===== config.mk =====
export PLATFORM = sky130hd
export DESIGN_NAME = sprite_animation_sequencer
export DESIGN_NICKNAME = d
export VERILOG_FILES = /design/src/sv/sas_pkg.sv /design/src/sv/sas_step.sv /design/src/sv/sprite_animation_sequencer.sv
export SDC_FILE = /design/constraint.sdc
export NUM_CORES = 2
export LEC_CHECK = 0
export CORE_MARGIN = 3
export CORE_UTILIZATION = 66
export DETAILED_ROUTE_END_ITERATION = 16
export DONT_BUFFER_PORTS = 1
export GPL_TIMING_DRIVEN = 1
export PLACE_DENSITY = 0.81
export SLEW_MARGIN = 20
export SYNTH_ARGS = -nofsm -noshare
export SYNTH_HDL_FRONTEND = slang
export SYNTH_SLANG_ARGS = --single-unit

===== constraint.sdc =====
create_clock -name clk -period 11.45 [get_ports clk]
set_input_delay 2.29 -clock clk [delete_from_list [all_inputs] [get_ports clk]]
set_output_delay 2.29 -clock clk [all_outputs]
set_load 0.05 [all_outputs]

===== src/sv/sas_pkg.sv =====
// Shared types, register codes and constants for the sprite animation sequencer.
package sas_pkg;

    localparam int SAS_MAX_FRAMES = 4096;
    localparam int CFG_IDX_W      = 3;
    localparam int CFG_DATA_W     = 32;

    // Register indexes of the configuration port
    localparam logic [CFG_IDX_W-1:0] CFG_MODE          = 3'd0;
    localparam logic [CFG_IDX_W-1:0] CFG_FRAME_COUNT   = 3'd1;
    localparam logic [CFG_IDX_W-1:0] CFG_TIME_LIMIT    = 3'd2;
    localparam logic [CFG_IDX_W-1:0] CFG_TICK_INTERVAL = 3'd3;
    localparam logic [CFG_IDX_W-1:0] CFG_LOOP_LIMIT    = 3'd4;
    localparam logic [CFG_IDX_W-1:0] CFG_HOLD_FRAME    = 3'd5;
    localparam logic [CFG_IDX_W-1:0] CFG_SIZE_LIMIT    = 3'd6;
    localparam logic [CFG_IDX_W-1:0] CFG_SIZE_STEP     = 3'd7;

    // Animation modes
    localparam logic [1:0] MODE_LOOP     = 2'd0;
    localparam logic [1:0] MODE_SHRINK   = 2'd1;
    localparam logic [1:0] MODE_GROW     = 2'd2;
    localparam logic [1:0] MODE_PINGPONG = 2'd3;

    // Request opcodes
    localparam logic OP_RENDER = 1'b0;
    localparam logic OP_PLAY   = 1'b1;

    localparam logic [31:0] ALL_ONES32 = 32'hFFFF_FFFF;

    typedef struct packed {
        logic               op;
        logic [31:0]        now_time;
        logic               play;
        logic signed [15:0] base_x;
        logic signed [15:0] base_y;
        logic [14:0]        base_w;
        logic [14:0]        base_h;
        logic [15:0]        base_image;
    } sas_in_t;

    typedef struct packed {
        logic               draw;
        logic [15:0]        image_index;
        logic signed [15:0] out_x;
        logic signed [15:0] out_y;
        logic signed [15:0] out_w;
        logic signed [15:0] out_h;
        logic               ended;
    } sas_out_t;

    typedef struct packed {
        logic [1:0]  mode;
        logic [12:0] frame_count;
        logic [31:0] time_limit;
        logic [31:0] tick_interval;
        logic [31:0] loop_limit;
        logic        hold_frame;
        logic [15:0] size_limit;
        logic [15:0] size_step;
    } sas_cfg_t;

    typedef struct packed {
        logic               playing;
        logic [31:0]        limit_start;
        logic [31:0]        tick_start;
        logic signed [13:0] frame_pos;
        logic [31:0]        loop_count;
        logic [23:0]        grow_size;
        logic               forward;
        logic               end_mark;
    } sas_state_t;

endpackage


===== src/sv/sas_step.sv =====
// Per-request update: sequencer state transition and draw result.
module sas_step #(
    parameter int MAX_FRAMES = sas_pkg::SAS_MAX_FRAMES
) (
    input  sas_pkg::sas_cfg_t   cfg,
    input  sas_pkg::sas_state_t state,
    input  sas_pkg::sas_in_t    req,
    output sas_pkg::sas_state_t state_next,
    output sas_pkg::sas_out_t   result
);
    import sas_pkg::*;

    localparam logic signed [13:0] POS_MAX = 14'sd8191;
    localparam logic signed [13:0] POS_MIN = -14'sd8192;

    // Truncate toward zero after an arithmetic shift, then clamp to 16-bit signed
    function automatic logic signed [15:0] div_sat(input logic signed [27:0] v,
                                                   input logic [3:0] sh);
        logic [27:0]        mask;
        logic signed [27:0] q;
        mask = (28'd1 << sh) - 28'd1;
        q    = v >>> sh;
        if (v < 0 && (v & mask) != 28'd0)
        begin
            q = q + 28'sd1;
        end
        if (q > 28'sd32767)
        begin
            return 16'sh7FFF;
        end
        else if (q < -28'sd32768)
        begin
            return 16'sh8000;
        end
        return q[15:0];
    endfunction

    function automatic logic loop_ok(input logic [31:0] cnt, input logic [31:0] lim);
        return (lim == ALL_ONES32) || (cnt < lim);
    endfunction

    logic [13:0]        n_frames;
    logic signed [14:0] n_s;
    logic signed [14:0] pos_s;
    logic               active;
    logic               tick;
    logic [24:0]        sum;
    logic [24:0]        lim;
    logic               wrap;
    logic signed [27:0] x_base;
    logic signed [27:0] y_base;
    logic signed [27:0] w_base;
    logic signed [27:0] h_base;
    logic signed [27:0] g_ext;
    logic signed [15:0] rx;
    logic signed [15:0] ry;
    logic signed [15:0] rw;
    logic signed [15:0] rh;

    always_comb
    begin
        if (cfg.frame_count == 13'd0)
        begin
            n_frames = 14'd1;
        end
        else if ({1'b0, cfg.frame_count} > 14'(MAX_FRAMES))
        begin
            n_frames = 14'(MAX_FRAMES);
        end
        else
        begin
            n_frames = {1'b0, cfg.frame_count};
        end
        n_s = $signed({1'b0, n_frames});
    end

    always_comb
    begin
        state_next = state;
        result     = '0;
        active     = 1'b0;
        tick       = 1'b0;
        sum        = '0;
        lim        = {1'b0, cfg.size_limit, 8'd0};
        wrap       = 1'b0;
        pos_s      = 15'(state.frame_pos);
        x_base     = 28'(req.base_x) <<< 9;
        y_base     = 28'(req.base_y) <<< 9;
        w_base     = $signed({13'd0, req.base_w}) <<< 8;
        h_base     = $signed({13'd0, req.base_h}) <<< 8;
        g_ext      = '0;
        rx         = req.base_x;
        ry         = req.base_y;
        rw         = $signed({1'b0, req.base_w});
        rh         = $signed({1'b0, req.base_h});

        if (req.op == OP_PLAY)
        begin
            state_next.limit_start = req.now_time;
            state_next.tick_start  = req.now_time;
            state_next.frame_pos   = '0;
            state_next.end_mark    = 1'b0;
            state_next.loop_count  = '0;
            state_next.playing     = req.play;
        end
        else
        begin
            active = state.playing && loop_ok(state.loop_count, cfg.loop_limit)
                     && ((req.now_time - state.limit_start) <= cfg.time_limit);
            tick   = (req.now_time - state.tick_start) >= cfg.tick_interval;

            if (active)
            begin
                if (tick)
                begin
                    state_next.tick_start = req.now_time;
                    case (cfg.mode)
                        MODE_LOOP:
                        begin
                            if (pos_s >= n_s)
                            begin
                                state_next.frame_pos = '0;
                                wrap = 1'b1;
                            end
                        end
                        MODE_SHRINK, MODE_GROW:
                        begin
                            if ((cfg.mode == MODE_SHRINK && pos_s >= n_s) ||
                                (cfg.mode == MODE_GROW && pos_s >= n_s - 15'sd1))
                            begin
                                state_next.frame_pos = '0;
                            end
                            sum = {1'b0, state.grow_size} + {9'd0, cfg.size_step};
                            if ((cfg.mode == MODE_SHRINK && sum > lim) ||
                                (cfg.mode == MODE_GROW && sum >= lim))
                            begin
                                sum = '0;
                                wrap = 1'b1;
                                state_next.end_mark = 1'b1;
                            end
                            state_next.grow_size = sum[23:0];
                            g_ext = $signed({4'd0, sum[23:0]});
                            if (cfg.mode == MODE_SHRINK)
                            begin
                                rx = div_sat(x_base + g_ext, 4'd9);
                                ry = div_sat(y_base + g_ext, 4'd9);
                                rw = div_sat(w_base - g_ext, 4'd8);
                                rh = div_sat(h_base - g_ext, 4'd8);
                            end
                            else
                            begin
                                rx = div_sat(x_base - g_ext, 4'd9);
                                ry = div_sat(y_base - g_ext, 4'd9);
                                rw = div_sat(w_base + g_ext, 4'd8);
                                rh = div_sat(h_base + g_ext, 4'd8);
                            end
                        end
                        MODE_PINGPONG:
                        begin
                            if (pos_s >= n_s)
                            begin
                                state_next.frame_pos = 14'(n_frames - 14'd1);
                                state_next.forward   = 1'b0;
                            end
                            else if (pos_s < 15'sd0)
                            begin
                                state_next.frame_pos = '0;
                                state_next.forward   = 1'b1;
                                state_next.end_mark  = 1'b1;
                                wrap = 1'b1;
                            end
                        end
                        default:
                        begin
                        end
                    endcase
                    if (wrap && state.loop_count != ALL_ONES32)
                    begin
                        state_next.loop_count = state.loop_count + 32'd1;
                    end
                end

                if (loop_ok(state_next.loop_count, cfg.loop_limit))
                begin
                    result.draw        = 1'b1;
                    result.image_index = req.base_image + 16'(state_next.frame_pos);
                    result.out_x       = rx;
                    result.out_y       = ry;
                    result.out_w       = rw;
                    result.out_h       = rh;
                end

                if (!cfg.hold_frame)
                begin
                    if (state_next.forward)
                    begin
                        if (state_next.frame_pos < POS_MAX)
                        begin
                            state_next.frame_pos = state_next.frame_pos + 14'sd1;
                        end
                    end
                    else if (state_next.frame_pos > POS_MIN)
                    begin
                        state_next.frame_pos = state_next.frame_pos - 14'sd1;
                    end
                end
            end
            result.ended = state_next.end_mark;
        end
    end

endmodule


===== src/sv/sprite_animation_sequencer.sv =====
// Top level: configuration registers, request register, sequencer state and result register.
// Sprite animation sequencer. Takes one request per clock and returns exactly one result per
// request, in order. A request is captured in an input register; from there the whole
// state update (interval tick, mode step, loop count, frame step, rectangle scaling) runs in
// one combinational stage and writes the result register once that register is free, and the
// sustained rate is one request per cycle; the only limit is out_ready, and a waiting result
// holds off at most one further request in the input register. Configuration writes are
// always taken (cfg_ready is tied high) and should be issued only while no request is in
// flight. A play request (op 1) restarts the strip but keeps the ping-pong direction.
module sprite_animation_sequencer #(
    parameter int MAX_FRAMES = sas_pkg::SAS_MAX_FRAMES
) (
    input  logic                                clk,
    input  logic                                rst_n,
    input  logic                                in_valid,
    output logic                                in_ready,
    input  sas_pkg::sas_in_t                    in_data,
    output logic                                out_valid,
    input  logic                                out_ready,
    output sas_pkg::sas_out_t                   out_data,
    input  logic                                cfg_valid,
    output logic                                cfg_ready,
    input  logic [sas_pkg::CFG_IDX_W-1:0]       cfg_index,
    input  logic [sas_pkg::CFG_DATA_W-1:0]      cfg_data
);
    import sas_pkg::*;

    sas_cfg_t   cfg_reg;
    sas_state_t state_reg;
    sas_state_t state_next;
    sas_in_t    req_reg;
    logic       req_valid_reg;
    logic       req_valid_next;
    sas_out_t   out_data_reg;
    sas_out_t   result;
    logic       out_valid_reg;
    logic       out_valid_next;
    logic       out_free;
    logic       req_go;
    logic       in_accept;

    sas_step #(
        .MAX_FRAMES (MAX_FRAMES)
    ) u_step (
        .cfg        (cfg_reg),
        .state      (state_reg),
        .req        (req_reg),
        .state_next (state_next),
        .result     (result)
    );

    always_comb
    begin
        out_free       = !out_valid_reg || out_ready;
        req_go         = req_valid_reg && out_free;
        in_ready       = !req_valid_reg || out_free;
        in_accept      = in_valid && in_ready;
        req_valid_next = (req_valid_reg && !req_go) || in_accept;
        out_valid_next = req_go || (out_valid_reg && !out_ready);
    end

    assign cfg_ready = 1'b1;
    assign out_valid = out_valid_reg;
    assign out_data  = out_data_reg;

    always_ff @(posedge clk or negedge rst_n)
    begin
        if (!rst_n)
        begin
            req_valid_reg         <= 1'b0;
            out_valid_reg         <= 1'b0;
            cfg_reg.mode          <= MODE_LOOP;
            cfg_reg.frame_count   <= 13'd1;
            cfg_reg.time_limit    <= ALL_ONES32;
            cfg_reg.tick_interval <= 32'd1;
            cfg_reg.loop_limit    <= ALL_ONES32;
            cfg_reg.hold_frame    <= 1'b0;
            cfg_reg.size_limit    <= '0;
            cfg_reg.size_step     <= '0;
            state_reg.playing     <= 1'b0;
            state_reg.limit_start <= '0;
            state_reg.tick_start  <= '0;
            state_reg.frame_pos   <= '0;
            state_reg.loop_count  <= '0;
            state_reg.grow_size   <= '0;
            state_reg.forward     <= 1'b1;
            state_reg.end_mark    <= 1'b0;
        end
        else
        begin
            req_valid_reg <= req_valid_next;
            out_valid_reg <= out_valid_next;
            if (req_go)
            begin
                state_reg <= state_next;
            end
            if (cfg_valid && cfg_ready)
            begin
                case (cfg_index)
                    CFG_MODE:          cfg_reg.mode          <= cfg_data[1:0];
                    CFG_FRAME_COUNT:   cfg_reg.frame_count   <= cfg_data[12:0];
                    CFG_TIME_LIMIT:    cfg_reg.time_limit    <= cfg_data;
                    CFG_TICK_INTERVAL: cfg_reg.tick_interval <= cfg_data;
                    CFG_LOOP_LIMIT:    cfg_reg.loop_limit    <= cfg_data;
                    CFG_HOLD_FRAME:    cfg_reg.hold_frame    <= cfg_data[0];
                    CFG_SIZE_LIMIT:    cfg_reg.size_limit    <= cfg_data[15:0];
                    CFG_SIZE_STEP:     cfg_reg.size_step     <= cfg_data[15:0];
                    default:
                    begin
                    end
                endcase
            end
        end
    end

    // Payload registers, no reset needed
    always_ff @(posedge clk)
    begin
        if (in_accept)
        begin
            req_reg <= in_data;
        end
        if (req_go)
        begin
            out_data_reg <= result;
        end
    end

endmodule


==> summary.txt <==
Inst Count DP: 4664
Max Cap Viol: 0
CTS buffer count: 52
Worst slew pin tran: 1.255 ns
Layout Utilization: 0.7156
Share of layout cells above drive strength 1: 0.09387
Largest register FFs: 144
Crit-path max cell delay: 0.52 ns
Setup violators final: 0
Final Non-Filler Cells: 4767
I/O pin total: 237
Largest net degree at the start of global routing: 284
Status: finished clean
Unrepaired setup endpoints after global routing: no
CP max stage cell: a221o_1
CTS Hold Bufs: 0
Rel. slew slack: 0.1636
Number of global-route vias before repair: 29540
GR Util met3: 0.06918
Die W: 242.5 um
Tcrit/Tclk final: 0.9407
Most common cell on crit path: a21oi_1
Final setup margin: 0.6789 ns
TritonCTS clock tree: done
CP max FO: 28
VDD IR max: 0.1796 mV
I/O Buffers: 0
Iter 0 DRT Violations: 2648
Grt met1 use: 0.4562
Nets: 4539
DR vias: 30790
Htree depth: 2
Post-Route WL: 106.2 mm
Cells after Synth: 4027
Synthesis-to-layout area growth: 7.009%
Primary FF master, synth: dfrtp_1
FP Rows: 86
Die area: 58800 sq um
Startpoint types: flip-flop
Antenna-violating nets left: 0
Routed WL per cell: 22.28 um
Grt ovf: 0
Drt via density: 6.459
Critical path type: reg2reg
Critical path arrival: 11.15 ns
Area leader, netlist: edfxtp_1
Met2 usage: 0.5851
EDFF count, synth: 194
Routability Congestion: 0.9854
Ys Warns: 0
Most Crowded Layer GR: met2
Initial core utilization: 0.6687
Iteration count of the initial detailed-routing pass: 6
Min cycle time layout: 10.77 ns
Pins over their slew limit: 0
PD cells: 282.9 nW/um^2
Die height: 242.5 um
Synthesized flop and latch total: 477
Sink Count: 477
Mapped Area: 36910 sq um
Most frequent cells in the layout: ha_1 (406), nand2_1 (362), inv_1 (323), o21ai_0 (270), a21oi_1 (251)
Library cells used by synthesis: 105
Synth top area share: 0.1578
HPWL after detailed placement: 77.42 mm
Post-synthesis sequential area ratio: 0.3519
Drt drc: 0
Worst Skew: 0.01838 ns
Total power: 11.18 mW
Tot GR Track Use: 0.3527
Worst setup EP type: flip-flop
Longest Clk Path Bufs: 3
Syn Area/Cell: 9.167 sq um
Commonest non-fill, non-tap cell in the layout: ha_1
Critical path data required time: 11.83 ns
Clock Latency Late Sink: 0.63 ns
Clock Pin Slew Worst Setup and Hold Paths: 0.06 ns
Global-route wire length before repair: 165.0 mm
Core ar.: 55200 sq um
HP Class: reg2reg
Final hold vios: 0
Top cells by area, synth: edfxtp_1 (16%), dfrtp_1 (15%), ha_1 (14%)
Initial antenna violation count: 5
Root Driver: clkbuf_16
Asr flop ratio synth: 0.5933
Setup TNS: 0 ns
Leak pwr: 17.28 nW
Fmax: 92.84 MHz
Post-Place Setup Slack: 0.4126 ns
[cell usage after synthesis, drive strengths merged (11+ instances only)]
master and n:
nor2b 41, a221oi 17, dfstp 67, a21oi 252
dfrtp 216, a211oi 35, clkbuf 115, nand2 366
o21bai 39, and4 15, nor3b 21, o311ai 13
o21a 29, a211o 12, nand3 84, or2 25
or4 11, and2 44, and3 37, o211ai 23
nor4 38, nor3 104, nand2b 53, a22o 48
xor2 93, mux2 117, nor2 224, xnor2 211
o31ai 29, ha 406, or3 27, edfxtp 194
a31oi 39, buf 21, o21ai 290, nand4 62
inv 324, a21o 101, nand3b 18
[kinds of logic (layout without fill, tap and decap cells)]
kind of cell / Yosys count / in the layout / synth area share
compound gates: 1051 / 1051 / 0.1855
xor+xnor: 304 / 304 / 0.07213
fa+ha+maj: 416 / 416 / 0.1425
buf+inv: 464 / 452 / 0.04823
flops: 477 / 477 / 0.3519
mux: 127 / 127 / 0.03840
other cells: 1 / 5 / 0.0001016
simple gates: 1187 / 1187 / 0.1612
[report_power, final]
part           internal [mW]  leakage [nW]  switching (mW)
clock                   1.12         0.931           0.738
combinational           2.60          11.0            4.09
sequential              2.19          5.31           0.437
total                   5.91          17.3            5.26
[layout make-up]
type                       instances  area (sq um)
clock inverter                    23         372.9
inverter                         328          1232
multi-input combinational       3087         22210
timing repair buffer              27         215.2
tap                              748         935.9
fill                            4258         15700
clock buffer                      74          1538
sequential                       477         12990
antenna                            3         7.507
[stage by stage]
step	hold slack [ns]	area, sq um
finish	0.4907	39500
CTS	0.4862	39450
detailed placement	0.4699	37540
global placement	0.4616	37540
global route	0.5074	39500
floorplan	0.4473	36920
[final timing paths]
path / start / end / slack [ns] / depth (start not counted)
setup / recovery: req_reg[79] / out_data[43] / 0.68 / 46
hold / removal: state_reg[14] / state_reg[14] / 0.49 / 2
setup reg to reg: req_reg[79] / out_data[43] / 0.68 / 46
hold reg to reg: state_reg[14] / state_reg[14] / 0.49 / 2
max in group asynchronous: rst_n / state_reg[74] / 9.07 / 0
min in group asynchronous: rst_n / state_reg[60] / 1.38 / 0
[worst max-delay path: cells and delay by family (launching register included)]
| kind | cells | cell delay (ns) |
|---|---|---|
| AND/OR/NAND/NOR | 11 | 1.99 |
| flip-flops | 1 | 0.38 |
| XOR/XNOR | 2 | 0.30 |
| adder cells (fa/ha/maj) | 4 | 1.15 |
| buffers and inverters | 5 | 0.83 |
| AO/OA/AOI/OAI | 24 | 5.87 |
[routing by layer]
layer  wire length (um)  part of all wire
met5                 23           0.00022
met4               4555             0.043
met3               8640             0.081
met2              49590              0.47
met1              43390              0.41
[timing repair]
| item | CTS | global route |
|---|---|---|
| resized for setup | 0 | 6 |
| hold endpoints to repair | 0 | 0 |
| setup buffers | 0 | 3 |
| setup endpoints to repair | 0 | 68 |
Note: power is estimated with default switching activity, not from simulation.
